===== config.mk =====
export PLATFORM = sky130hd
export DESIGN_NAME = gdrh_ctrl
export DESIGN_NICKNAME = d
export VERILOG_FILES = /design/src/design/gdrh_pkg.sv /design/src/design/gdrh_ctrl.sv
export SDC_FILE = /design/constraint.sdc
export NUM_CORES = 1
export LEC_CHECK = 0
export BUFFER_PORTS_ARGS = -buffer_cell sky130_fd_sc_hd__buf_4
export CAP_MARGIN = 15
export CELL_PAD_IN_SITES_DETAIL_PLACEMENT = 0
export CELL_PAD_IN_SITES_GLOBAL_PLACEMENT = 1
export CORE_ASPECT_RATIO = 1.4
export CORE_MARGIN = 3
export CORE_UTILIZATION = 41
export CTS_CLUSTER_SIZE = 10
export DETAILED_ROUTE_END_ITERATION = 12
export PLACE_DENSITY_LB_ADDON = 0.3
export SETUP_SLACK_MARGIN = 0.15
export SLEW_MARGIN = 20
export SYNTH_ARGS = -nofsm -noshare
export SYNTH_HDL_FRONTEND = slang
export SYNTH_SLANG_ARGS = --single-unit

===== constraint.sdc =====
create_clock -name clk -period 7.13 [get_ports clk]
set_input_delay 1.7825 -clock clk [delete_from_list [all_inputs] [get_ports clk]]
set_output_delay 1.7825 -clock clk [all_outputs]
set_load 0.005 [all_outputs]

===== src/design/gdrh_pkg.sv =====
// Shared types and constants for the graph degree rank histogram block.
// Holds the item and result payload structs, the controller/datapath
// command and status structs, and the function and status codes.
`default_nettype none

package gdrh_pkg;

	// Storage geometry and word widths
	localparam int MAX_VERTICES = 1024;
	localparam int VIDX_W       = 10;
	localparam int WORD_W       = 11;
	localparam int FUNC_W       = 2;
	localparam int STAT_W       = 2;

	localparam logic [WORD_W-1:0] WORD_MAX   = {WORD_W{1'b1}};
	localparam logic [WORD_W-1:0] VCNT_MIN   = WORD_W'(2);
	localparam logic [WORD_W-1:0] VCNT_MAX   = WORD_W'(MAX_VERTICES);
	localparam logic [WORD_W-1:0] VCNT_RESET = WORD_W'(MAX_VERTICES);

	// Function codes carried by an item
	localparam logic [FUNC_W-1:0] FUNC_EDGE   = 2'd0;
	localparam logic [FUNC_W-1:0] FUNC_FINISH = 2'd1;
	localparam logic [FUNC_W-1:0] FUNC_READ   = 2'd2;
	localparam logic [FUNC_W-1:0] FUNC_CLEAR  = 2'd3;

	// Status codes returned with each result
	localparam logic [STAT_W-1:0] STATUS_OK    = 2'd0;
	localparam logic [STAT_W-1:0] STATUS_RANGE = 2'd1;
	localparam logic [STAT_W-1:0] STATUS_OVER  = 2'd2;

	// Sticky error flag bit positions
	localparam int FLAG_RANGE_BIT = 0;
	localparam int FLAG_OVER_BIT  = 1;

	typedef struct packed {
		logic [FUNC_W-1:0] func;
		logic [VIDX_W-1:0] vertex_a;
		logic [VIDX_W-1:0] vertex_b;
	} in_item_t;

	typedef struct packed {
		logic [FUNC_W-1:0] kind;
		logic [WORD_W-1:0] vertex_total;
		logic [WORD_W-1:0] rank_value;
		logic [STAT_W-1:0] status;
	} out_item_t;

	// Commands from the controller to the datapath
	typedef struct packed {
		logic load_item;
		logic idx_rst;
		logic idx_inc;
		logic idx_dec;
		logic idx_load_top;
		logic sweep_deg;
		logic sweep_tab;
		logic edge_rd_a;
		logic edge_wr_a;
		logic edge_wr_b;
		logic bin_issue;
		logic walk_issue;
		logic read_issue;
		logic clear_flags;
		logic respond;
	} ctl_cmd_t;

	// Status from the datapath to the controller
	typedef struct packed {
		logic idx_end;
		logic idx_top;
		logic idx_one;
		logic pipe_empty;
		logic edge_ok;
		logic edge_same;
	} ctl_sts_t;

endpackage

`default_nettype wire


===== src/design/gdrh_ctrl.sv =====
// Sequencing state machine for the graph degree rank histogram block.
// Depends on gdrh_pkg for the command and status structs and function codes.
`default_nettype none

module gdrh_ctrl (
	input  wire logic                      clk,
	input  wire logic                      arst_n,
	input  wire logic                      start,
	input  wire logic [gdrh_pkg::FUNC_W-1:0] func,
	input  wire gdrh_pkg::ctl_sts_t        sts,
	output gdrh_pkg::ctl_cmd_t             cmd,
	output logic                           busy
);

	typedef enum logic [12:0] {
		S_INIT    = 13'b0000000000001,
		S_IDLE    = 13'b0000000000010,
		S_EDGE_RA = 13'b0000000000100,
		S_EDGE_WA = 13'b0000000001000,
		S_EDGE_WB = 13'b0000000010000,
		S_FCLR    = 13'b0000000100000,
		S_FBIN    = 13'b0000001000000,
		S_FDRAIN  = 13'b0000010000000,
		S_FWALK   = 13'b0000100000000,
		S_WDRAIN  = 13'b0001000000000,
		S_READ    = 13'b0010000000000,
		S_CLR     = 13'b0100000000000,
		S_RESP    = 13'b1000000000000
	} state_t;

	state_t state_q, state_nx;

	// Hold the state; reset starts the clearing pass
	always_ff @(posedge clk or negedge arst_n) begin
		if (!arst_n) begin
			state_q <= S_INIT;
		end else begin
			state_q <= state_nx;
		end
	end

	assign busy = (state_q != S_IDLE);

	// Decode next state and commands
	always_comb begin
		state_nx = state_q;
		cmd      = '0;
		case (state_q)
			S_INIT: begin
				cmd.sweep_deg = 1'b1;
				cmd.sweep_tab = 1'b1;
				cmd.idx_inc   = 1'b1;
				if (sts.idx_end) begin
					state_nx = S_IDLE;
				end
			end
			S_IDLE: begin
				if (start) begin
					cmd.load_item = 1'b1;
					cmd.idx_rst   = 1'b1;
					case (func)
						gdrh_pkg::FUNC_EDGE:   state_nx = S_EDGE_RA;
						gdrh_pkg::FUNC_FINISH: state_nx = S_FCLR;
						gdrh_pkg::FUNC_READ:   state_nx = S_READ;
						default:               state_nx = S_CLR;
					endcase
				end
			end
			S_EDGE_RA: begin
				cmd.edge_rd_a = 1'b1;
				state_nx = sts.edge_ok ? S_EDGE_WA : S_RESP;
			end
			S_EDGE_WA: begin
				cmd.edge_wr_a = 1'b1;
				state_nx = sts.edge_same ? S_RESP : S_EDGE_WB;
			end
			S_EDGE_WB: begin
				cmd.edge_wr_b = 1'b1;
				state_nx = S_RESP;
			end
			S_FCLR: begin
				cmd.sweep_tab = 1'b1;
				cmd.idx_inc   = 1'b1;
				if (sts.idx_end) begin
					cmd.idx_inc = 1'b0;
					cmd.idx_rst = 1'b1;
					state_nx    = S_FBIN;
				end
			end
			S_FBIN: begin
				cmd.bin_issue = 1'b1;
				cmd.idx_inc   = 1'b1;
				if (sts.idx_top) begin
					state_nx = S_FDRAIN;
				end
			end
			S_FDRAIN: begin
				if (sts.pipe_empty) begin
					cmd.idx_load_top = 1'b1;
					state_nx = S_FWALK;
				end
			end
			S_FWALK: begin
				cmd.walk_issue = 1'b1;
				cmd.idx_dec    = 1'b1;
				if (sts.idx_one) begin
					state_nx = S_WDRAIN;
				end
			end
			S_WDRAIN: begin
				state_nx = S_RESP;
			end
			S_READ: begin
				cmd.read_issue = 1'b1;
				state_nx = S_RESP;
			end
			S_CLR: begin
				cmd.sweep_deg   = 1'b1;
				cmd.clear_flags = 1'b1;
				cmd.idx_inc     = 1'b1;
				if (sts.idx_end) begin
					state_nx = S_RESP;
				end
			end
			S_RESP: begin
				cmd.respond = 1'b1;
				state_nx = S_IDLE;
			end
			default: begin
				state_nx = S_INIT;
			end
		endcase
	end

endmodule

`default_nettype wire


# Word-level counts from Yosys, hierarchy flattened
# Index checks and enable logic that the tools add are counted.
dict set report classes {
  n_eq_ne 23
  muxes 28
  reduce_logical 6
}
# op count
set op_table {}
lappend op_table {{$pmux 13 s11} 1}
lappend op_table {{$mux 13} 9}
lappend op_table {{$pmux 12 s3} 1}
lappend op_table {{$ne 2x2->1 const B} 7}
lappend op_table {{$eq 13x1->1 const B} 1}
lappend op_table {{$eq 13x10->1 const B} 1}
lappend op_table {{$eq 13x11->1 const B} 1}
lappend op_table {{$eq 13x12->1 const B} 1}
lappend op_table {{$eq 13x13->1 const B} 1}
lappend op_table {{$eq 13x2->1 const B} 1}
lappend op_table {{$eq 13x3->1 const B} 1}
lappend op_table {{$eq 13x4->1 const B} 1}
lappend op_table {{$eq 13x5->1 const B} 1}
lappend op_table {{$eq 13x6->1 const B} 1}
lappend op_table {{$eq 13x7->1 const B} 1}
lappend op_table {{$eq 13x8->1 const B} 1}
lappend op_table {{$eq 13x9->1 const B} 1}
lappend op_table {{$mux 1} 13}
lappend op_table {{$ne 13x2->1 const B} 1}
lappend op_table {{$reduce_and 7->1} 1}
lappend op_table {{$reduce_or 3->1} 2}
lappend op_table {{$mux 2} 2}
lappend op_table {{$pmux 1 s2} 2}
lappend op_table {{$reduce_or 2->1} 2}
lappend op_table {{other kinds (3)} 3}
dict set report word_totals {
  register_bits 13
  in_bits 11
  out_inout_bits 16
  word_cells 58
}

# Logic depth before layout (Yosys ltp)
dict set report depth {
  ltp_word 4
  mapped_depth 8
  mapped_depth_nobuf 6
}

# Least setup slack after synthesis
# OpenSTA, ideal clock, no wires.
dict set report synth_timing {
  path_kind {input to output}
  startpoint {in start}
  endpoint {out cmd[13] (netlist bit)}
  t_arrival_ps 2130
  required_time_ps 5347
  path_slack_ps 3217
  cell_stages 2
  cell_sequence {and2_1 a41o_1}
}
# item line_no
set synth_lines {}
lappend synth_lines {{start, declared} gdrh_ctrl.sv:8} ;# input wire logic start,
lappend synth_lines {{end, declared} gdrh_ctrl.sv:11} ;# output gdrh_pkg::ctl_cmd_t cmd,

==> impl_metrics.tcl <==
set metrics [dict create \
    drtIter0Drc 27 \
    power_leakage_nw 0.578 \
    synth_top_family_by_area "simple AND/OR/NAND/NOR gates" \
    avgSynthCellArea_sq_um 8.60 \
    yosysMostFrequentCell "dfrtp_1" \
    clk_pin_slew_worst_paths_ns 0.09 \
    clkSinkCount 13 \
    pwr-share-comb 0.526 \
    pre_cts_ws_ns 2.97 \
    cts_htree_levels 1 \
    rsz0062_at_grt "false" \
    min_period_over_period 0.607 \
    num_rows 20 \
    utilization 0.542 \
    track_usage 0.196 \
    hold_violations 0 \
    root_buffer "clkbuf_4" \
    drv_cap 0 \
    synth_xor_xnor_area_share 0.0342 \
    netlist_area_sq_um 1020 \
    crit_type "register to primary output" \
    clk_latency_ns 0.29 \
    drt-vias-per-instance 6.03 \
    routed_wl_um 2740 \
    fp.dieH_um 65.1 \
    io_pins 27 \
    outcome "finished clean" \
    fin_crit_ns 4.33 \
    syn_to_final_growth_pct 20.7 \
    placed_area_sq_um 1210 \
    grt_remaining_overflow 0 \
    initial_core_util 0.449 \
    synth_common_cells "dfrtp_1 (12), nor3_1 (9), nor2_1 (8)" \
    yosys.area.top_type_share 0.293 \
    p_per_area_nw_per_um2 264 \
    yosysWarningCount 0 \
    max_stage_delay_ns 0.66 \
    critPathSlowestCell "or4_1" \
    p_total_uw 326 \
    cts_tree "built" \
    nFillCells 239 \
    ys_seq_area_frac 0.319 \
    seq_power_share 0.325 \
    largest_reg_flops 13 \
    fin_nets 153 \
    clkPwrFrac 0.149 \
    slew_headroom 0.518 \
    dieArea_sq_um 3140 \
    synth_cell_types 44 \
    hold_path_class "register to register" \
    num_vias 1049 \
    synthMuxAreaShare 0.0147 \
    async_flop_share 1.00 \
    largest_register "state_q" \
    tns_ns 0 \
    worstSetupEndpointType "primary output" \
    hold_buffers 0 \
    syn_inst 119 \
    cp.required_ns 5.35 \
    fin_area_sq_um 1230 \
    post-dp-hpwl_um 2180 \
    stdcell_count 174 \
    fp.dieW_um 48.2 \
    tightest_slew_ns 0.717 \
    first_global_vias 979 \
    synth_flop_cell "dfrtp_1" \
    synth_compound_area_frac 0.116 \
    top_regs "state_q (13)" \
    slew_violations 0 \
    p_sw_uw 137 \
    grt_pass1_wl_um 4440 \
    grt_antenna_before_repair 0 \
    whs_ns 0.544 \
    drive_above_1_share 0.277 \
    worst_clock_skew_ns 0.00729 \
    final.setup.worst_slack_ns 2.80 \
    synthSimpleGateAreaFrac 0.447 \
    cts_buffers 3 \
    synth-seq-cells 13 \
    internal_power_uw 189 \
    drc 0 \
    antenna_left 0 \
    post_cts_buffers 0 \
    yosys-top-cells-area "dfrtp_1 (29%), nor4b_1 (5.1%), nor3_1 (4.4%)" \
    critPathMaxFanout 10 \
    grt_max_degree 14 \
    ir_worst_vdd_mv 0.162 \
    crit_chain "or4_1, or3_4, or4_4, inv_1, buf_4" \
    synthAdderAreaFrac 0 \
    max_freq_mhz 231 \
    post_drt_wl_per_cell_um 15.8 \
    antenna_cells 0 \
    numPortBuffers 26 \
    numPlacedInstances 170 \
    syn_nets 130 \
    swShare 0.421 \
    clockBufferDepth 2 \
    ctsResizeCount 0 \
    start_kind "register" \
    worstPathArrival_ns 2.55 \
    synth_edf_count 0 \
    core_sq_um 2280 \
    setup_violations 0 \
    synth_top_area_cell "dfrtp_1" \
    gp_congestion 0.826 \
    drt-pass1-iter-count 4 \
]
placed cells by master (no fill, tap or decap), types with 2 or more instances in the layout:
master    instances
buf_4            26
dfrtp_1          12
nor3_1            9
nor2_1            8
or3_1             7
nor4b_1           6
nor4_1            5
inv_1             5
or2_2             4
nand3_1           3
or4_1             3
nand2_1           3
and3_1            3
nand2b_1          3
nor2b_1           3
o21ai_0           3
a21oi_1           3
clkbuf_4          3
and2_1            2
nand4_1           2
xor2_1            2
xnor2_1           2
nand3b_1          2
o22ai_1           2
o21bai_1          2
power by group through the flow:
stage	clock, mW	sequential [mW]	combinational, mW
floorplan	0	0.0924	0.130
global placement	0	0.106	0.169
detailed placement	0	0.107	0.170
CTS	0.0489	0.106	0.172
global route	0.0530	0.108	0.192
finish	0.0487	0.106	0.171
path summary, 6_finish.rpt:
path | depth (start not counted) | startpoint | end | slack [ns]
setup reg to reg | 5 | state_q[3]$_DFFE_PN0P_ | state_q[11]$_DFFE_PN0P_ | 4.47
max in group asynchronous | 1 | arst_n | state_q[0]$_DFFE_PN1P_ | 5.56
hold reg to reg | 1 | state_q[4]$_DFFE_PN0P_ | state_q[6]$_DFFE_PN0P_ | 0.54
hold / removal | 1 | state_q[4]$_DFFE_PN0P_ | state_q[6]$_DFFE_PN0P_ | 0.54
setup / recovery | 5 | state_q[3]$_DFFE_PN0P_ | cmd[11] | 2.80
min in group asynchronous | 1 | arst_n | state_q[5]$_DFFE_PN0P_ | 1.32
kinds of logic (layout without fill, tap and decap cells):
logic type | count (synthesis) | in the layout
compound gates | 17 | 17
xor+xnor | 4 | 4
buf+inv | 13 | 35
flops | 13 | 13
mux | 1 | 1
simple gates | 71 | 71
worst max-delay path, delay by kind of cell, from the launching register on:
kind	cells	cell delay, ns
and+or+nand+nor	3	1.58
buffers and inverters	2	0.19
DFF	1	0.49
layout make-up:
cell class                      count  area [sq um]  share of cell area
Multi-Input combinational cell     93           627               0.508
Sequential cell                    13           327               0.264
Timing Repair Buffer               26           195               0.158
Tap cell                           33          41.3              0.0334
Clock buffer                        4          26.3              0.0213
Inverter                            5          18.8              0.0152
per-layer routing:
layer | routed length, um | vias to the layer above | GRT usage
li1 | - | 493 | -
met1 | 1120 | 498 | 0.242
met2 | 1380 | 47 | 0.314
met3 | 159 | 11 | 0.0329
met4 | 86 | 0 | 0.0909
met5 | 0 | - | 0
Note: power is estimated with default switching activity, not from simulation.
